## src/tpl_pkg.sv

```systemverilog
// ============================================================================
// Time-window PID limiter package
// Shared widths, register indexes, reset values and the command type of the
// serial multiply-accumulate unit.
// ============================================================================
`default_nettype none

package tpl_pkg;

    // Algorithm constants (defaults of the top-level parameters).
    localparam int GAIN_DIVISOR  = 1000;
    localparam int FLOOR_DIVISOR = 20;

    // Field and register widths.
    localparam int W_GAIN     = 16;
    localparam int W_PCT      = 7;
    localparam int W_PERIOD   = 32;
    localparam int W_CFG_IDX  = 3;
    localparam int W_CFG_DATA = 32;
    localparam int W_PREV     = W_PCT + 1;
    localparam int W_ERR_SUM  = 32;

    // Divider dividend covers period times a percent.
    localparam int W_DVD = W_PERIOD + W_PCT;

    // Accumulator: the weighted PID sum stays below 2^25 in magnitude, and
    // scaling by the period quotient plus the old allowance stays below 2^58.
    localparam int W_SUM  = 59;
    localparam int W_MPR  = W_PERIOD;
    localparam int W_MCNT = $clog2(W_MPR + 1);

    // Percent saturation point and register reset values.
    localparam logic [W_PCT-1:0]    PCT_FULL     = 7'd100;
    localparam logic [W_PERIOD-1:0] PERIOD_RESET = 32'd1000000;

    // Configuration register indexes.
    typedef enum logic [W_CFG_IDX-1:0] {
        CFG_PROP_GAIN   = 3'd0,
        CFG_INT_GAIN    = 3'd1,
        CFG_DERIV_GAIN  = 3'd2,
        CFG_TARGET_PCT  = 3'd3,
        CFG_PERIOD_TIME = 3'd4
    } t_cfg_idx;

    // Command to the multiply-accumulate unit.
    typedef struct packed {
        logic              start;
        logic              load;
        logic [W_MCNT-1:0] cnt;
    } t_mac_cmd;

endpackage

`default_nettype wire

```

## src/time_window_pid_limiter_core.sv

```systemverilog
// ============================================================================
// Time-window PID limiter
// Turns one measured utilization percent per scheduling window into the
// nanoseconds of the next window that the consumer may use, through a PID
// controller with a clamped integral and a quota floor on every step.
// ============================================================================
//
// Channel   Direction  Handshake                      Payload
// --------  ---------  -----------------------------  --------------------
// in        input      i_in_valid / o_in_stall        i_measured_pct[6:0]
// out       output     o_out_valid / i_out_stall      o_allowed_time[31:0]
// cfg       input      i_cfg_we (write only)          i_cfg_idx, i_cfg_data
//
// One transaction at a time. Each divide runs on the shared serial divider
// (one quotient bit per cycle over a 39-bit dividend), and each multiply
// steps through its multiplier of 7, 16 or 32 bits on the serial unit.
// After reset, the first transaction ends after the floor divide at a 100
// percent target, else after the target share; later ones run all PID steps.
// Reset is synchronous and active low; it clears the controller state and
// loads the register defaults. A finished result waits in the output register
// while the next transaction is already accepted and worked on.
// ============================================================================
`default_nettype none

module time_window_pid_limiter_core #(
    parameter int GAIN_DIVISOR  = tpl_pkg::GAIN_DIVISOR,
    parameter int FLOOR_DIVISOR = tpl_pkg::FLOOR_DIVISOR
) (
    input  wire logic                               i_clk,
    input  wire logic                               i_rst_n,
    // Input channel
    input  wire logic                               i_in_valid,
    output logic                                    o_in_stall,
    input  wire logic [tpl_pkg::W_PCT-1:0]          i_measured_pct,
    // Output channel
    output logic                                    o_out_valid,
    input  wire logic                               i_out_stall,
    output logic [tpl_pkg::W_PERIOD-1:0]            o_allowed_time,
    // Configuration write port
    input  wire logic                               i_cfg_we,
    input  wire logic [tpl_pkg::W_CFG_IDX-1:0]      i_cfg_idx,
    input  wire logic [tpl_pkg::W_CFG_DATA-1:0]     i_cfg_data
);

    localparam int W_PCT    = tpl_pkg::W_PCT;
    localparam int W_GAIN   = tpl_pkg::W_GAIN;
    localparam int W_PERIOD = tpl_pkg::W_PERIOD;
    localparam int W_PREV   = tpl_pkg::W_PREV;
    localparam int W_ESUM   = tpl_pkg::W_ERR_SUM;
    localparam int W_SUM    = tpl_pkg::W_SUM;
    localparam int W_MPR    = tpl_pkg::W_MPR;
    localparam int W_MCNT   = tpl_pkg::W_MCNT;
    localparam int W_DVD    = tpl_pkg::W_DVD;

    // Divisor width covers every divisor the block uses.
    localparam int W_GD    = $clog2(GAIN_DIVISOR + 1);
    localparam int W_FD    = $clog2(FLOOR_DIVISOR + 1);
    localparam int W_HUND  = $clog2(int'(tpl_pkg::PCT_FULL) + 1);
    localparam int W_DVS_A = (W_GD > W_FD) ? W_GD : W_FD;
    localparam int W_DVS_B = (W_DVS_A > W_GAIN) ? W_DVS_A : W_GAIN;
    localparam int W_DVS   = (W_DVS_B > W_HUND) ? W_DVS_B : W_HUND;

    // Clamped integral fits the limit plus a sign bit.
    localparam int W_INT = W_DVS + 1;
    localparam int W_CLP = W_ESUM + 2;

    // Multiplier bit counts.
    localparam logic [W_MCNT-1:0] CNT_PCT  = W_MCNT'(W_PCT);
    localparam logic [W_MCNT-1:0] CNT_GAIN = W_MCNT'(W_GAIN);
    localparam logic [W_MCNT-1:0] CNT_Q    = W_MCNT'(W_MPR);

    typedef enum logic [10:0] {
        S_IDLE  = 11'b000_0000_0001,
        S_LEAST = 11'b000_0000_0010,
        S_PROD  = 11'b000_0000_0100,
        S_PDIV  = 11'b000_0000_1000,
        S_QDIV  = 11'b000_0001_0000,
        S_LDIV  = 11'b000_0010_0000,
        S_MP    = 11'b000_0100_0000,
        S_MI    = 11'b000_1000_0000,
        S_MD    = 11'b001_0000_0000,
        S_MQ    = 11'b010_0000_0000,
        S_OUT   = 11'b100_0000_0000
    } t_state;

    // Configuration registers
    logic [W_GAIN-1:0]   r_prop_gain;
    logic [W_GAIN-1:0]   r_int_gain;
    logic [W_GAIN-1:0]   r_deriv_gain;
    logic [W_PCT-1:0]    r_target_pct;
    logic [W_PERIOD-1:0] r_period;

    // Controller state
    t_state                    r_state;
    t_state                    n_state;
    logic [W_PERIOD-1:0]       r_allowance;
    logic [W_ESUM-1:0]         r_error_sum;
    logic signed [W_PREV-1:0]  r_prev_error;

    // Per-transaction working registers
    logic [W_PCT-1:0]          r_meas;
    logic [W_PERIOD-1:0]       r_least;
    logic [W_PERIOD-1:0]       r_q;
    logic [W_PERIOD-1:0]       r_result;
    logic signed [W_INT-1:0]   r_integ;
    logic [W_PERIOD-1:0]       r_out;
    logic                      r_out_valid;

    // Combinational helpers
    logic                      in_acc;
    logic                      out_free;
    logic [W_PERIOD-1:0]       period_eff;
    logic [W_PCT-1:0]          target_sat;
    logic [W_PCT-1:0]          meas_sat;
    logic signed [W_PREV-1:0]  err;
    logic signed [W_PREV:0]    deriv;
    logic signed [W_CLP-1:0]   integ_sum;
    logic signed [W_CLP-1:0]   lim;
    logic signed [W_CLP-1:0]   integ_clamp;
    logic [W_PERIOD-1:0]       quo_low;
    logic [W_PERIOD-1:0]       share;
    logic signed [W_SUM-1:0]   res_lo;
    logic signed [W_SUM-1:0]   res_hi;
    logic [W_PERIOD-1:0]       res_clamp;

    // Divider and multiplier connections
    logic                      div_start;
    logic [W_DVD-1:0]          div_dividend;
    logic [W_DVS-1:0]          div_divisor;
    logic                      div_done;
    logic [W_DVD-1:0]          div_quo;
    tpl_pkg::t_mac_cmd         mac_cmd;
    logic [W_SUM-1:0]          mac_init;
    logic signed [W_SUM-1:0]   mac_mcd;
    logic [W_MPR-1:0]          mac_mpr;
    logic                      mac_done;
    logic signed [W_SUM-1:0]   mac_acc;

    // Handshakes
    assign in_acc   = i_in_valid && (r_state == S_IDLE);
    assign out_free = !r_out_valid || !i_out_stall;

    // Saturated percents, effective period, error and its change.
    assign period_eff = (r_period == '0) ? W_PERIOD'(1) : r_period;
    assign target_sat = (r_target_pct > tpl_pkg::PCT_FULL) ? tpl_pkg::PCT_FULL : r_target_pct;
    assign meas_sat   = (i_measured_pct > tpl_pkg::PCT_FULL) ? tpl_pkg::PCT_FULL
                                                              : i_measured_pct;
    assign err   = $signed({1'b0, target_sat}) - $signed({1'b0, r_meas});
    assign deriv = $signed({err[W_PREV-1], err})
                 - $signed({r_prev_error[W_PREV-1], r_prev_error});

    // Integral clamp against the limit that the divider just produced.
    assign integ_sum = W_CLP'($signed(r_error_sum)) + W_CLP'(err);
    assign lim       = $signed({{(W_CLP - W_DVS){1'b0}}, div_quo[W_DVS-1:0]});

    always_comb begin
        if (integ_sum < -lim) begin
            integ_clamp = -lim;
        end else if (integ_sum > lim) begin
            integ_clamp = lim;
        end else begin
            integ_clamp = integ_sum;
        end
    end

    // First-step share, raised to the minimum allowance.
    assign quo_low = div_quo[W_PERIOD-1:0];
    assign share   = (quo_low < r_least) ? r_least : quo_low;

    // New allowance clamped between the minimum and the period.
    assign res_lo = $signed({{(W_SUM - W_PERIOD){1'b0}}, r_least});
    assign res_hi = $signed({{(W_SUM - W_PERIOD){1'b0}}, period_eff});

    always_comb begin
        if (mac_acc < res_lo) begin
            res_clamp = r_least;
        end else if (mac_acc > res_hi) begin
            res_clamp = period_eff;
        end else begin
            res_clamp = mac_acc[W_PERIOD-1:0];
        end
    end

    // Sequencer
    always_comb begin
        n_state = r_state;
        unique case (r_state)
            S_IDLE: begin
                if (in_acc) begin
                    n_state = S_LEAST;
                end
            end
            S_LEAST: begin
                if (div_done) begin
                    if (r_allowance != '0) begin
                        n_state = S_QDIV;
                    end else if (target_sat == tpl_pkg::PCT_FULL) begin
                        n_state = S_OUT;
                    end else begin
                        n_state = S_PROD;
                    end
                end
            end
            S_PROD: begin
                if (mac_done) begin
                    n_state = S_PDIV;
                end
            end
            S_PDIV: begin
                if (div_done) begin
                    n_state = S_OUT;
                end
            end
            S_QDIV: begin
                if (div_done) begin
                    n_state = S_LDIV;
                end
            end
            S_LDIV: begin
                if (div_done) begin
                    n_state = S_MP;
                end
            end
            S_MP: begin
                if (mac_done) begin
                    n_state = S_MI;
                end
            end
            S_MI: begin
                if (mac_done) begin
                    n_state = S_MD;
                end
            end
            S_MD: begin
                if (mac_done) begin
                    n_state = S_MQ;
                end
            end
            S_MQ: begin
                if (mac_done) begin
                    n_state = S_OUT;
                end
            end
            S_OUT: begin
                if (out_free) begin
                    n_state = S_IDLE;
                end
            end
            default: begin
                n_state = S_IDLE;
            end
        endcase
    end

    // Divider operands for the state being entered; the unit starts on entry.
    always_comb begin
        div_start    = 1'b0;
        div_dividend = W_DVD'(period_eff);
        div_divisor  = W_DVS'(FLOOR_DIVISOR);
        case (n_state)
            S_LEAST: begin
                div_start = (r_state != S_LEAST);
            end
            S_PDIV: begin
                div_start    = (r_state != S_PDIV);
                div_dividend = mac_acc[W_DVD-1:0];
                div_divisor  = W_DVS'(tpl_pkg::PCT_FULL);
            end
            S_QDIV: begin
                div_start   = (r_state != S_QDIV);
                div_divisor = W_DVS'(GAIN_DIVISOR);
            end
            S_LDIV: begin
                div_start    = (r_state != S_LDIV);
                div_dividend = W_DVD'(GAIN_DIVISOR);
                div_divisor  = (r_int_gain == '0) ? W_DVS'(1) : W_DVS'(r_int_gain);
            end
            default: begin
                div_start = 1'b0;
            end
        endcase
    end

    // Multiplier operands for the state being entered.
    always_comb begin
        mac_cmd.start = 1'b0;
        mac_cmd.load  = 1'b1;
        mac_cmd.cnt   = CNT_GAIN;
        mac_init      = '0;
        mac_mcd       = W_SUM'(err);
        mac_mpr       = W_MPR'(r_prop_gain);
        case (n_state)
            S_PROD: begin
                mac_cmd.start = (r_state != S_PROD);
                mac_cmd.cnt   = CNT_PCT;
                mac_mcd       = $signed(W_SUM'(period_eff));
                mac_mpr       = W_MPR'(target_sat);
            end
            S_MP: begin
                mac_cmd.start = (r_state != S_MP);
            end
            S_MI: begin
                mac_cmd.start = (r_state != S_MI);
                mac_cmd.load  = 1'b0;
                mac_mcd       = W_SUM'(r_integ);
                mac_mpr       = W_MPR'(r_int_gain);
            end
            S_MD: begin
                mac_cmd.start = (r_state != S_MD);
                mac_cmd.load  = 1'b0;
                mac_mcd       = W_SUM'(deriv);
                mac_mpr       = W_MPR'(r_deriv_gain);
            end
            S_MQ: begin
                mac_cmd.start = (r_state != S_MQ);
                mac_cmd.cnt   = CNT_Q;
                mac_init      = W_SUM'(r_allowance);
                mac_mcd       = mac_acc;
                mac_mpr       = r_q;
            end
            default: begin
                mac_cmd.start = 1'b0;
            end
        endcase
    end

    // Control state, configuration registers and controller memory.
    always_ff @(posedge i_clk) begin
        if (!i_rst_n) begin
            r_state      <= S_IDLE;
            r_out_valid  <= 1'b0;
            r_allowance  <= '0;
            r_error_sum  <= '0;
            r_prev_error <= '0;
            r_prop_gain  <= '0;
            r_int_gain   <= '0;
            r_deriv_gain <= '0;
            r_target_pct <= tpl_pkg::PCT_FULL;
            r_period     <= tpl_pkg::PERIOD_RESET;
        end else begin
            r_state <= n_state;

            if (i_cfg_we) begin
                unique case (i_cfg_idx)
                    tpl_pkg::CFG_PROP_GAIN:   r_prop_gain  <= i_cfg_data[W_GAIN-1:0];
                    tpl_pkg::CFG_INT_GAIN:    r_int_gain   <= i_cfg_data[W_GAIN-1:0];
                    tpl_pkg::CFG_DERIV_GAIN:  r_deriv_gain <= i_cfg_data[W_GAIN-1:0];
                    tpl_pkg::CFG_TARGET_PCT:  r_target_pct <= i_cfg_data[W_PCT-1:0];
                    tpl_pkg::CFG_PERIOD_TIME: r_period     <= i_cfg_data[W_PERIOD-1:0];
                    default: begin
                    end
                endcase
            end

            // Result hand-off also commits the controller state.
            if ((r_state == S_OUT) && out_free) begin
                r_out_valid <= 1'b1;
                r_allowance <= r_result;
                if (r_allowance != '0) begin
                    r_error_sum  <= W_ESUM'(r_integ);
                    r_prev_error <= err;
                end
            end else if (!i_out_stall) begin
                r_out_valid <= 1'b0;
            end
        end
    end

    // Working registers of one transaction.
    always_ff @(posedge i_clk) begin
        if (in_acc) begin
            r_meas <= meas_sat;
        end
        if ((r_state == S_LEAST) && div_done) begin
            r_least  <= (quo_low == '0) ? W_PERIOD'(1) : quo_low;
            r_result <= period_eff;
        end
        if ((r_state == S_PDIV) && div_done) begin
            r_result <= share;
        end
        if ((r_state == S_QDIV) && div_done) begin
            r_q <= quo_low;
        end
        if ((r_state == S_LDIV) && div_done) begin
            r_integ <= integ_clamp[W_INT-1:0];
        end
        if ((r_state == S_MQ) && mac_done) begin
            r_result <= res_clamp;
        end
        if ((r_state == S_OUT) && out_free) begin
            r_out <= r_result;
        end
    end

    // Shared serial divider
    tpl_div #(
        .W_DVD (W_DVD),
        .W_DVS (W_DVS)
    ) u_div (
        .i_clk      (i_clk),
        .i_rst_n    (i_rst_n),
        .i_start    (div_start),
        .i_dividend (div_dividend),
        .i_divisor  (div_divisor),
        .o_done     (div_done),
        .o_quotient (div_quo)
    );

    // Serial multiply-accumulate unit
    tpl_mac u_mac (
        .i_clk   (i_clk),
        .i_rst_n (i_rst_n),
        .i_cmd   (mac_cmd),
        .i_init  (mac_init),
        .i_mcd   (mac_mcd),
        .i_mpr   (mac_mpr),
        .o_done  (mac_done),
        .o_acc   (mac_acc)
    );

    assign o_in_stall     = (r_state != S_IDLE);
    assign o_out_valid    = r_out_valid;
    assign o_allowed_time = r_out;

    // A delivered allowance is never zero.
    a_out_nonzero: assert property (@(posedge i_clk) disable iff (!i_rst_n)
        o_out_valid |-> (o_allowed_time != '0))
        else $error("Allowed time of zero on the output.");

    // The offered result is the allowance that the controller now holds.
    a_out_matches_state: assert property (@(posedge i_clk) disable iff (!i_rst_n)
        o_out_valid |-> (r_allowance == o_allowed_time))
        else $error("Output differs from the stored allowance.");

    // Once stepped, the allowance never returns to the not-yet-stepped value.
    a_allowance_sticky: assert property (@(posedge i_clk) disable iff (!i_rst_n)
        (r_allowance != '0) |=> (r_allowance != '0))
        else $error("Allowance fell back to zero.");

    // The integral never leaves the widest possible clamp range.
    a_err_sum_bounded: assert property (@(posedge i_clk) disable iff (!i_rst_n)
        ($signed(r_error_sum) <= $signed(W_ESUM'(GAIN_DIVISOR)))
        && ($signed(r_error_sum) >= -$signed(W_ESUM'(GAIN_DIVISOR))))
        else $error("Integral outside its clamp range.");

endmodule

`default_nettype wire

```

## src/tpl_div.sv

```systemverilog
// ============================================================================
// Serial restoring divider
// Produces one quotient bit per cycle; the quotient shifts in where the
// dividend shifts out.
// ============================================================================
`default_nettype none

module tpl_div #(
    parameter int W_DVD = tpl_pkg::W_DVD,
    parameter int W_DVS = tpl_pkg::W_GAIN
) (
    input  wire logic             i_clk,
    input  wire logic             i_rst_n,
    input  wire logic             i_start,
    input  wire logic [W_DVD-1:0] i_dividend,
    input  wire logic [W_DVS-1:0] i_divisor,
    output logic                  o_done,
    output logic [W_DVD-1:0]      o_quotient
);

    localparam int W_CNT = $clog2(W_DVD);

    logic             r_busy;
    logic             r_done;
    logic [W_CNT-1:0] r_cnt;
    logic [W_DVS-1:0] r_rem;
    logic [W_DVS-1:0] r_dvs;
    logic [W_DVD-1:0] r_quo;

    logic [W_DVS:0]   trial;
    logic [W_DVS:0]   diff;
    logic             fits;

    // One trial subtraction per cycle.
    assign trial = {r_rem, r_quo[W_DVD-1]};
    assign diff  = trial - {1'b0, r_dvs};
    assign fits  = ~diff[W_DVS];

    // Step counter and completion pulse.
    always_ff @(posedge i_clk) begin
        if (!i_rst_n) begin
            r_busy <= 1'b0;
            r_done <= 1'b0;
            r_cnt  <= '0;
        end else if (i_start) begin
            r_busy <= 1'b1;
            r_done <= 1'b0;
            r_cnt  <= W_CNT'(W_DVD - 1);
        end else if (r_busy) begin
            if (r_cnt == '0) begin
                r_busy <= 1'b0;
                r_done <= 1'b1;
            end else begin
                r_cnt  <= r_cnt - 1'b1;
                r_done <= 1'b0;
            end
        end else begin
            r_done <= 1'b0;
        end
    end

    // Remainder and quotient shift registers.
    always_ff @(posedge i_clk) begin
        if (i_start) begin
            r_rem <= '0;
            r_dvs <= i_divisor;
            r_quo <= i_dividend;
        end else if (r_busy) begin
            r_rem <= fits ? diff[W_DVS-1:0] : trial[W_DVS-1:0];
            r_quo <= {r_quo[W_DVD-2:0], fits};
        end
    end

    assign o_done     = r_done;
    assign o_quotient = r_quo;

    // The partial remainder always stays below the divisor.
    a_rem_below_divisor: assert property (@(posedge i_clk) disable iff (!i_rst_n)
        r_busy |-> (r_rem < r_dvs))
        else $error("Divider remainder reached the divisor.");

endmodule

`default_nettype wire

```

## src/tpl_mac.sv

```systemverilog
// ============================================================================
// Serial multiply-accumulate unit
// Adds a signed multiplicand times an unsigned multiplier into the loaded or
// kept accumulator, one multiplier bit per cycle, least significant bit first.
// ============================================================================
`default_nettype none

module tpl_mac (
    input  wire logic                            i_clk,
    input  wire logic                            i_rst_n,
    input  wire tpl_pkg::t_mac_cmd               i_cmd,
    input  wire logic        [tpl_pkg::W_SUM-1:0] i_init,
    input  wire logic signed [tpl_pkg::W_SUM-1:0] i_mcd,
    input  wire logic        [tpl_pkg::W_MPR-1:0] i_mpr,
    output logic                                  o_done,
    output logic signed      [tpl_pkg::W_SUM-1:0] o_acc
);

    logic [tpl_pkg::W_MCNT-1:0]       r_left;
    logic                             r_done;
    logic signed [tpl_pkg::W_SUM-1:0] r_acc;
    logic signed [tpl_pkg::W_SUM-1:0] r_mcd;
    logic [tpl_pkg::W_MPR-1:0]        r_mpr;

    // Remaining multiplier bits and completion pulse.
    always_ff @(posedge i_clk) begin
        if (!i_rst_n) begin
            r_left <= '0;
            r_done <= 1'b0;
        end else if (i_cmd.start) begin
            r_left <= i_cmd.cnt;
            r_done <= 1'b0;
        end else if (r_left != '0) begin
            r_left <= r_left - 1'b1;
            r_done <= (r_left == tpl_pkg::W_MCNT'(1));
        end else begin
            r_done <= 1'b0;
        end
    end

    // Shift-add datapath: multiplicand moves left, multiplier moves right.
    always_ff @(posedge i_clk) begin
        if (i_cmd.start) begin
            if (i_cmd.load) begin
                r_acc <= $signed(i_init);
            end
            r_mcd <= i_mcd;
            r_mpr <= i_mpr;
        end else if (r_left != '0) begin
            if (r_mpr[0]) begin
                r_acc <= r_acc + r_mcd;
            end
            r_mcd <= r_mcd <<< 1;
            r_mpr <= r_mpr >> 1;
        end
    end

    assign o_done = r_done;
    assign o_acc  = r_acc;

endmodule

`default_nettype wire
```

## config.mk

```make
export PLATFORM = sky130hd
export DESIGN_NAME = time_window_pid_limiter_core
export DESIGN_NICKNAME = d
export VERILOG_FILES = /design/src/tpl_pkg.sv /design/src/time_window_pid_limiter_core.sv /design/src/tpl_div.sv /design/src/tpl_mac.sv
export SDC_FILE = /design/constraint.sdc
export NUM_CORES = 2
export LEC_CHECK = 0
export ABC_AREA = 1
export BUFFER_PORTS_ARGS = -buffer_cell sky130_fd_sc_hd__buf_2
export CORE_MARGIN = 4
export CORE_UTILIZATION = 58
export DETAILED_ROUTE_END_ITERATION = 7
export HOLD_SLACK_MARGIN = 0.03
export PLACE_DENSITY = 0.78
export SETUP_SLACK_MARGIN = 0.3
export SYNTH_ARGS = -nofsm -noshare
export SYNTH_HDL_FRONTEND = slang
export SYNTH_SLANG_ARGS = --single-unit
```

## constraint.sdc

```tcl
create_clock -name i_clk -period 5.65 [get_ports i_clk]
set_clock_uncertainty 0.15 [all_clocks]
set_input_delay 0.8475 -clock i_clk [delete_from_list [all_inputs] [get_ports i_clk]]
set_output_delay 0.8475 -clock i_clk [all_outputs]
set_load 0.05 [all_outputs]
```

After elaboration in Yosys (flattened, before gate mapping)
Cells that the tools add are included.
{ "word_totals": {"reg_bits": 544, "latch_bits": 0, "mem_bits_rw": 0, "mem_bits_ro": 0, "inputBits": 47, "out_inout_bits": 34, "word_cells": 176, "mem_count": 0} }
{ "classes": {"n_addsub": 8, "multipliers": 0, "n_div": 0, "magnitude_cmp": 7, "n_eq_ne": 39, "shifts": 0, "mux": 55, "bitwise_logic": 5, "n_reduce_logical": 34} }
{ "op_table": {"columns": ["op", "n"], "rows": [
  ["59-bit 2-to-1 mux", 6],
  ["32-bit 2-to-1 mux", 10],
  ["59-bit one-hot mux with 4 select lines", 1],
  ["11-bit 2-to-1 mux", 13],
  ["32-bit one-hot mux with 4 select lines", 1],
  ["11-bit one-hot mux with 11 select lines", 1],
  ["39-bit 2-to-1 mux", 2],
  ["39-bit one-hot mux with 2 select lines", 1],
  ["32-bit logical NOT", 2],
  ["59-bit adder", 1],
  ["59-bit by 33-bit > comparator with 1-bit output", 1],
  ["59-bit by 33-bit < comparator with 1-bit output", 1],
  ["16-bit one-hot mux with 3 select lines", 1],
  ["18-bit by 34-bit < comparator with 1-bit output", 1],
  ["17-bit 2-to-1 mux", 2],
  ["16-bit negation with 34-bit output", 1],
  ["32-bit < comparator", 1],
  ["16-bit 2-to-1 mux", 2],
  ["32-bit nonzero test", 1],
  ["6-bit 2-to-1 mux", 5],
  ["11-bit by 10-bit == test with 1-bit output (second input constant)", 2],
  ["11-bit by 2-bit == test with 1-bit output (second input constant)", 2],
  ["11-bit by 3-bit == test with 1-bit output (second input constant)", 2],
  ["11-bit by 4-bit == test with 1-bit output (second input constant)", 2],
  ["other kinds (50)", 86]
]} }

Logic depth before layout (Yosys ltp)
{ "logic_depth": {"word_depth": 11, "mapped_depth": 39} }

Cells and area by module
A second synthesis with hierarchy kept.
{ "unflattened": {"cells_unflattened": 5211, "area_unflattened_um2": 37123.1} }
{ "by_module_without_submodules": {"columns": ["mod", "instances", "cells_each", "area_each_um2", "seq_area_each_um2"], "rows": [
  ["time_window_pid_limiter_core", 1, 2827, 20773.7, 7687.4],
  ["tpl_mac", 1, 1807, 12006.5, 4644.5],
  ["tpl_div", 1, 577, 4342.9, 2132.0]
]} }

Worst setup path before layout
OpenSTA, ideal clock, no wires.
{ "synth_timing": {"path_kind": "reg2reg", "start": "register r_state[3]", "end": "register u_mac.r_acc (netlist bit u_mac.o_acc[0]), enable pin", "setup_time_ns": 0.413, "arrival_ns": 5.584, "required_ns": 5.087, "path_slack_ns": -0.498, "path_stages_with_launch": 14, "path_buffers": 1, "synth_period_minus_slack_ns": 6.148, "path_cell_list": "dfxtp_1 -> buf_2 -> nor2_4 -> nand2_4 -> nor2_4 -> nand2_1 -> nor2_1 -> nand3b_1 -> nor2_1 -> nand3_1 -> nand2_2 -> nand2_1 -> nand2_1 -> inv_1"} }
{ "synth_between": {"elab_chain_cells": 8, "word_cells_on_any_way": 40, "cone_classes": "22 x eq/ne; 13 x mux; 5 x reduce/logical"} }
{ "synth_lines": {"columns": ["element", "line", "source"], "rows": [
  ["start: declaration", "time_window_pid_limiter_core.sv:94", "t_state r_state;"],
  ["start signal: assignment", "time_window_pid_limiter_core.sv:341", "r_state <= n_state;"],
  ["11-bit by 1-bit == test with 1-bit output", "time_window_pid_limiter_core.sv:140, time_window_pid_limiter_core.sv:187", null],
  ["1-bit logical AND", "time_window_pid_limiter_core.sv:140", "assign in_acc = i_in_valid && (r_state == S_IDLE);"],
  ["11-bit 2-to-1 mux", "time_window_pid_limiter_core.sv:189", "if (in_acc) begin"],
  ["11-bit one-hot mux with 11 select lines", "time_window_pid_limiter_core.sv:187", "unique case (r_state)"],
  ["11-bit by 10-bit == test with 1-bit output, or another cell as far along", "time_window_pid_limiter_core.sv:292", "case (n_state)"],
  ["1-bit one-hot mux with 5 select lines / 2-bit OR reduction (equally long branches)", null, null],
  ["2-bit != test (no source line) / 2-bit nonzero test (equally long branches)", null, null],
  ["3-bit AND reduction (no source line) (*)", null, null],
  ["end signal: assignment", "tpl_mac.sv:45", "r_acc <= $signed(i_init);"],
  ["end signal: assignment", "tpl_mac.sv:51", "r_acc <= r_acc + r_mcd;"],
  ["end: declaration", "tpl_mac.sv:21", "logic signed [tpl_pkg::W_SUM-1:0] r_acc;"]
]} }
Mark *: on every way between the ends. The rest lies on a longest branch, timed or not.
A chain may end at the register's enable or synchronous reset.

Worst setup path in the final report
{ "layout_timing": {"start": "register r_target_pct[0]", "end": "register r_integ[0] (data pin)"} }
{ "layout_between": {"elab_chain_cells": 7, "word_cells_on_any_way": 8, "cone_classes": "2 x add/sub; 3 x order compare; 3 x mux"} }
{ "layout_lines": {"columns": ["element", "line", "source"], "rows": [
  ["start: declaration", "time_window_pid_limiter_core.sv:90", "logic [W_PCT-1:0] r_target_pct;"],
  ["start signal: assignment", "time_window_pid_limiter_core.sv:338", "r_target_pct <= tpl_pkg::PCT_FULL;"],
  ["start signal: assignment", "time_window_pid_limiter_core.sv:348", "tpl_pkg::CFG_TARGET_PCT: r_target_pct <= i_cfg_data[W_PCT-1:0];"],
  ["7-bit > comparator", "time_window_pid_limiter_core.sv:145", "assign target_sat = (r_target_pct > tpl_pkg::PCT_FULL) ? tpl_pkg::PCT_FULL : r_target_pct;"],
  ["7-bit 2-to-1 mux (*)", "time_window_pid_limiter_core.sv:145", null],
  ["7-bit by 7-bit subtractor with 8-bit output (*)", "time_window_pid_limiter_core.sv:148", "assign err = $signed({1'b0, target_sat}) - $signed({1'b0, r_meas});"],
  ["via err[7]", "time_window_pid_limiter_core.sv:115", "logic signed [W_PREV-1:0] err;"],
  ["17-bit by 8-bit adder with 18-bit output (*)", "time_window_pid_limiter_core.sv:153", "assign integ_sum = W_CLP'($signed(r_error_sum)) + W_CLP'(err);"],
  ["18-bit by 17-bit > comparator with 1-bit output", "time_window_pid_limiter_core.sv:159", "end else if (integ_sum > lim) begin"],
  ["17-bit 2-to-1 mux", "time_window_pid_limiter_core.sv:159", null],
  ["17-bit 2-to-1 mux (*)", "time_window_pid_limiter_core.sv:157", "if (integ_sum < -lim) begin"],
  ["via integ_clamp[0]", "time_window_pid_limiter_core.sv:119", "logic signed [W_CLP-1:0] integ_clamp;"],
  ["end signal: assignment", "time_window_pid_limiter_core.sv:385", "r_integ <= integ_clamp[W_INT-1:0];"],
  ["end: declaration", "time_window_pid_limiter_core.sv:105", "logic signed [W_INT-1:0] r_integ;"]
]} }
Mark *: on every way through the listed nets, which the timed path passes. The rest lies on a longest branch.

==> results.py <==
metrics = {
    "die": {
        "die_h_um": 253.8,
        "die-area_sq_um": 64430,
        "core_region_area_sq_um": 59460,
        "start_util_pct": 58.94,
        "num_io_pins": 81,
        "die_width_um": 253.8,
        "fp-row-count": 89,
    },
    "cts": {
        "root_buffer": "clkbuf_16",
        "cts_buffers": 59,
        "cts_tree": "built",
        "clkTransAtPathRegs_ps": 70,
        "htreeDepth": 2,
        "clock_latency_ps": 650,
        "clock-sinks": 544,
        "holdBufCountCts": 0,
        "cts_buffer_depth": 3,
    },
    "logic_synthesis": {
        "synth-async-reset-ratio_pct": 0,
        "syn_avg_cell_area_sq_um": 7.756,
        "synth_nets": 4817,
        "synth-edff-count": 357,
        "syn-cell-area_sq_um": 35050,
        "ys.flop_type": "edfxtp_1",
        "ys_seq_area_share_pct": 41.27,
        "ys_ff_latch": 544,
        "muxShareOfSynthArea_pct": 0,
        "synth_cell_type_count": 56,
        "synth_fa_ha_area_share_pct": 9.067,
        "synth_warnings": 0,
        "synth_top_family_by_area": "simple AND/OR/NAND/NOR gates",
        "synth_simple_gate_area_share_pct": 22.84,
        "synth-compound-area-share_pct": 16.28,
        "syn_inst": 4519,
        "synth_xor_area_share_pct": 2.299,
    },
    "pwr": {
        "p_total_uw": 19790,
        "irDropWorstVdd_v": 0.0003526,
        "powerDensity_nw_per_um2": 505.2,
        "power.leakage_uw": 0.01725,
    },
    "grt": {
        "grtUsageTotal_pct": 34.76,
        "grt_max_degree": 68,
        "antenna_found_initial": 3,
        "grt_pass1_wl_um": 176300,
        "overflow": 0,
        "grt_pass1_vias": 31100,
    },
    "routing": {
        "dr_total_vias": 33080,
        "drt_iter0_drc": 4312,
        "drc": 0,
        "drt_wl_total_um": 115500,
        "drtAntennaViolNets": 0,
        "wl_per_cell_um": 21.46,
        "first_pass_iters": 7,
        "viasPerCell": 6.148,
    },
    "setup_path": {
        "crit_slowest_cell": "dfxtp_2",
        "critPathRequiredTime_ps": 5900,
        "cp_max_fo": 8,
        "cp.arrival_ps": 5650,
        "crit_path_frequent_cell": "nand2_1",
        "max_stage_delay_ps": 340,
        "criticalPathCategory": "reg -> reg",
        "critPathTopFamily": "simple AND/OR/NAND/NOR gates",
        "critPathBufInv": 4,
        "crit_path_end_kind": "flop",
        "crit_path_start_kind": "flop",
    },
    "sta": {
        "fmax_mhz": 185.2,
        "worstMarginPinSlew_ps": 1324,
        "rsz0062_at_grt": "yes",
        "finalSetupViolCount": 0,
        "hold_viol_final": 0,
        "maxSlewHeadroom_pct": 11.67,
        "period_minus_slack_ps": 5400,
        "final_max_slew_viol_count": 0,
        "finalCritPeriodShare_pct": 95.58,
        "fin_setup_tns_ps": 0,
    },
    "cells_and_area": {
        "utilization_pct": 65.87,
        "fin_nets": 4854,
        "area_growth_pct": 11.74,
        "layout.area.seq_sq_um": 14470,
        "n_fill_cell": 5083,
        "multi_input_area_sq_um": 18490,
        "instances_no_fill": 5380,
        "final_area_sq_um": 39170,
        "layout-drive-gt1-share_pct": 10.66,
    },
    "placed_design": {
        "dp_hpwl_um": 82530,
        "place_inst": 5241,
        "gp_congestion": 1.093,
        "port_buffers": 80,
        "placed_area_sq_um": 36150,
    },
    "worst_hold_path": {
        "hp-class": "in -> reg",
    },
    "run_status": {
        "status": "complete, no violations",
    },
    "flow_run": {
        "drv_cap": 0,
    },
}
==> path summary, 6_finish.rpt <==
check	slack, ps	start	end	depth (start not counted)
worst max-delay path	250	r_target_pct[0]	r_integ[0]	38
worst min-delay path	270	i_measured_pct[5]	r_meas[5]	1
worst max register to register	250	r_target_pct[0]	r_integ[0]	38
worst min register to register	310	r_result[2]	o_allowed_time[2]	0
==> Yosys cell counts (42+ instances only) <==
cell      count  share of area, %
dfxtp_1     187                11
nor3_1       62              0.89
nor2_1      400               4.3
nand2_1    1018                11
nand4_1     103               1.8
clkbuf_1    143               1.5
o211ai_1     47               1.0
edfxtp_1    357                31
inv_1       516               5.5
nand3_1     228               3.3
xor2_1       58               1.4
buf_2        42              0.60
ha_1        246               8.8
o21ai_0     378               5.4
a21oi_1     349               5.0
==> worst reg2reg max path: cells and delay by family (launching register included) <==
family | cells | cell delay, ps
and+or+nand+nor | 19 | 1710
AOI/OAI and AO/OA | 11 | 1390
adders and majority gates | 3 | 740
buffers and inverters | 4 | 610
DFF | 1 | 340
xor gates and xnor gates | 1 | 220
==> cell type report <==
cell class,count,area share [%]
repair buffers,175,3.127
well taps,773,2.469
flip-flops and latches,544,36.95
multi-input cells,3242,47.22
clock inverters,36,0.9168
clock buffers,75,4.185
diodes,1,0.006389
inverters,534,5.127
==> sequential cells by signal (all words and copies together), names as in the netlist, 16 cells and up <==
signal / flops
r_least: 32
u_mac.r_mpr: 32
u_div.o_quotient: 39
u_div.r_dvs: 16
o_allowed_time: 32
r_result: 32
r_integ: 17
u_mac.r_mcd: 59
r_q: 32
r_allowance: 32
r_error_sum: 17
r_deriv_gain: 16
r_period: 32
r_int_gain: 16
r_prop_gain: 16
u_mac.o_acc: 59
u_div.r_rem: 16
==> stage by stage <==
step                hold WS, ps  setup WS, ps
floorplan                 270.8         358.3
global placement          289.2         47.39
detailed placement        286.8        -110.4
CTS                       251.6         303.9
global route              267.3        -64.68
finish                    266.4         249.5
==> layer usage <==
layer,track usage [%],up-vias,wire (um)
li1,-,15430,-
met1,48.40,15340,46130
met2,51.68,1913,49310
met3,8.617,396,14170
met4,15.36,0,5846
met5,0,-,0
==> what timing repair did <==
action                                 4_1_cts  5_1_grt
pin swaps                                   12       63
endpoints found under the hold margin        0        0
setup endpoints to repair                   17       17
gates cloned                                 1        4
resized for setup                           34      133
buffers inserted                             9       13
==> cells by family after synthesis <==
family	Yosys count
compound gates	1006
xor+xnor	92
fa+ha+maj	251
buf+inv	735
flops	544
simple gates	1891
==> report_power, final <==
part	total, uW	internal, uW	switching (uW)
Combinational	9130	3160	5970
Clock	4000	2260	1740
Sequential	6660	5700	959
==> placed cells by master (no fill, tap or decap), types with 10 or more instances in the layout <==
| cell | count |
|---|---|
| o21a_1 | 10 |
| a22oi_1 | 26 |
| clkinv_2 | 14 |
| xor2_2 | 10 |
| nand4_1 | 103 |
| xnor2_1 | 33 |
| nand2_2 | 40 |
| nand3_1 | 207 |
| nand2_1 | 980 |
| a22o_1 | 27 |
| dfxtp_1 | 181 |
| clkbuf_16 | 63 |
| a21oi_2 | 16 |
| o21bai_1 | 11 |
| o211ai_1 | 47 |
| inv_2 | 20 |
| ha_4 | 15 |
| o21ai_1 | 10 |
| nor2_4 | 11 |
| nor3_1 | 60 |
| ha_1 | 229 |
| a21oi_1 | 331 |
| edfxtp_1 | 357 |
| nor2_1 | 388 |
| nor4_1 | 24 |
| xor2_1 | 48 |
| a31oi_1 | 36 |
| or2_2 | 15 |
| a21boi_0 | 23 |
| inv_1 | 508 |
| a21o_1 | 23 |
| o21ai_2 | 14 |
| buf_2 | 79 |
| nand3_2 | 24 |
| o22ai_1 | 34 |
| buf_4 | 88 |
| o21ai_0 | 368 |
Power figures use the tool's default switching activity.
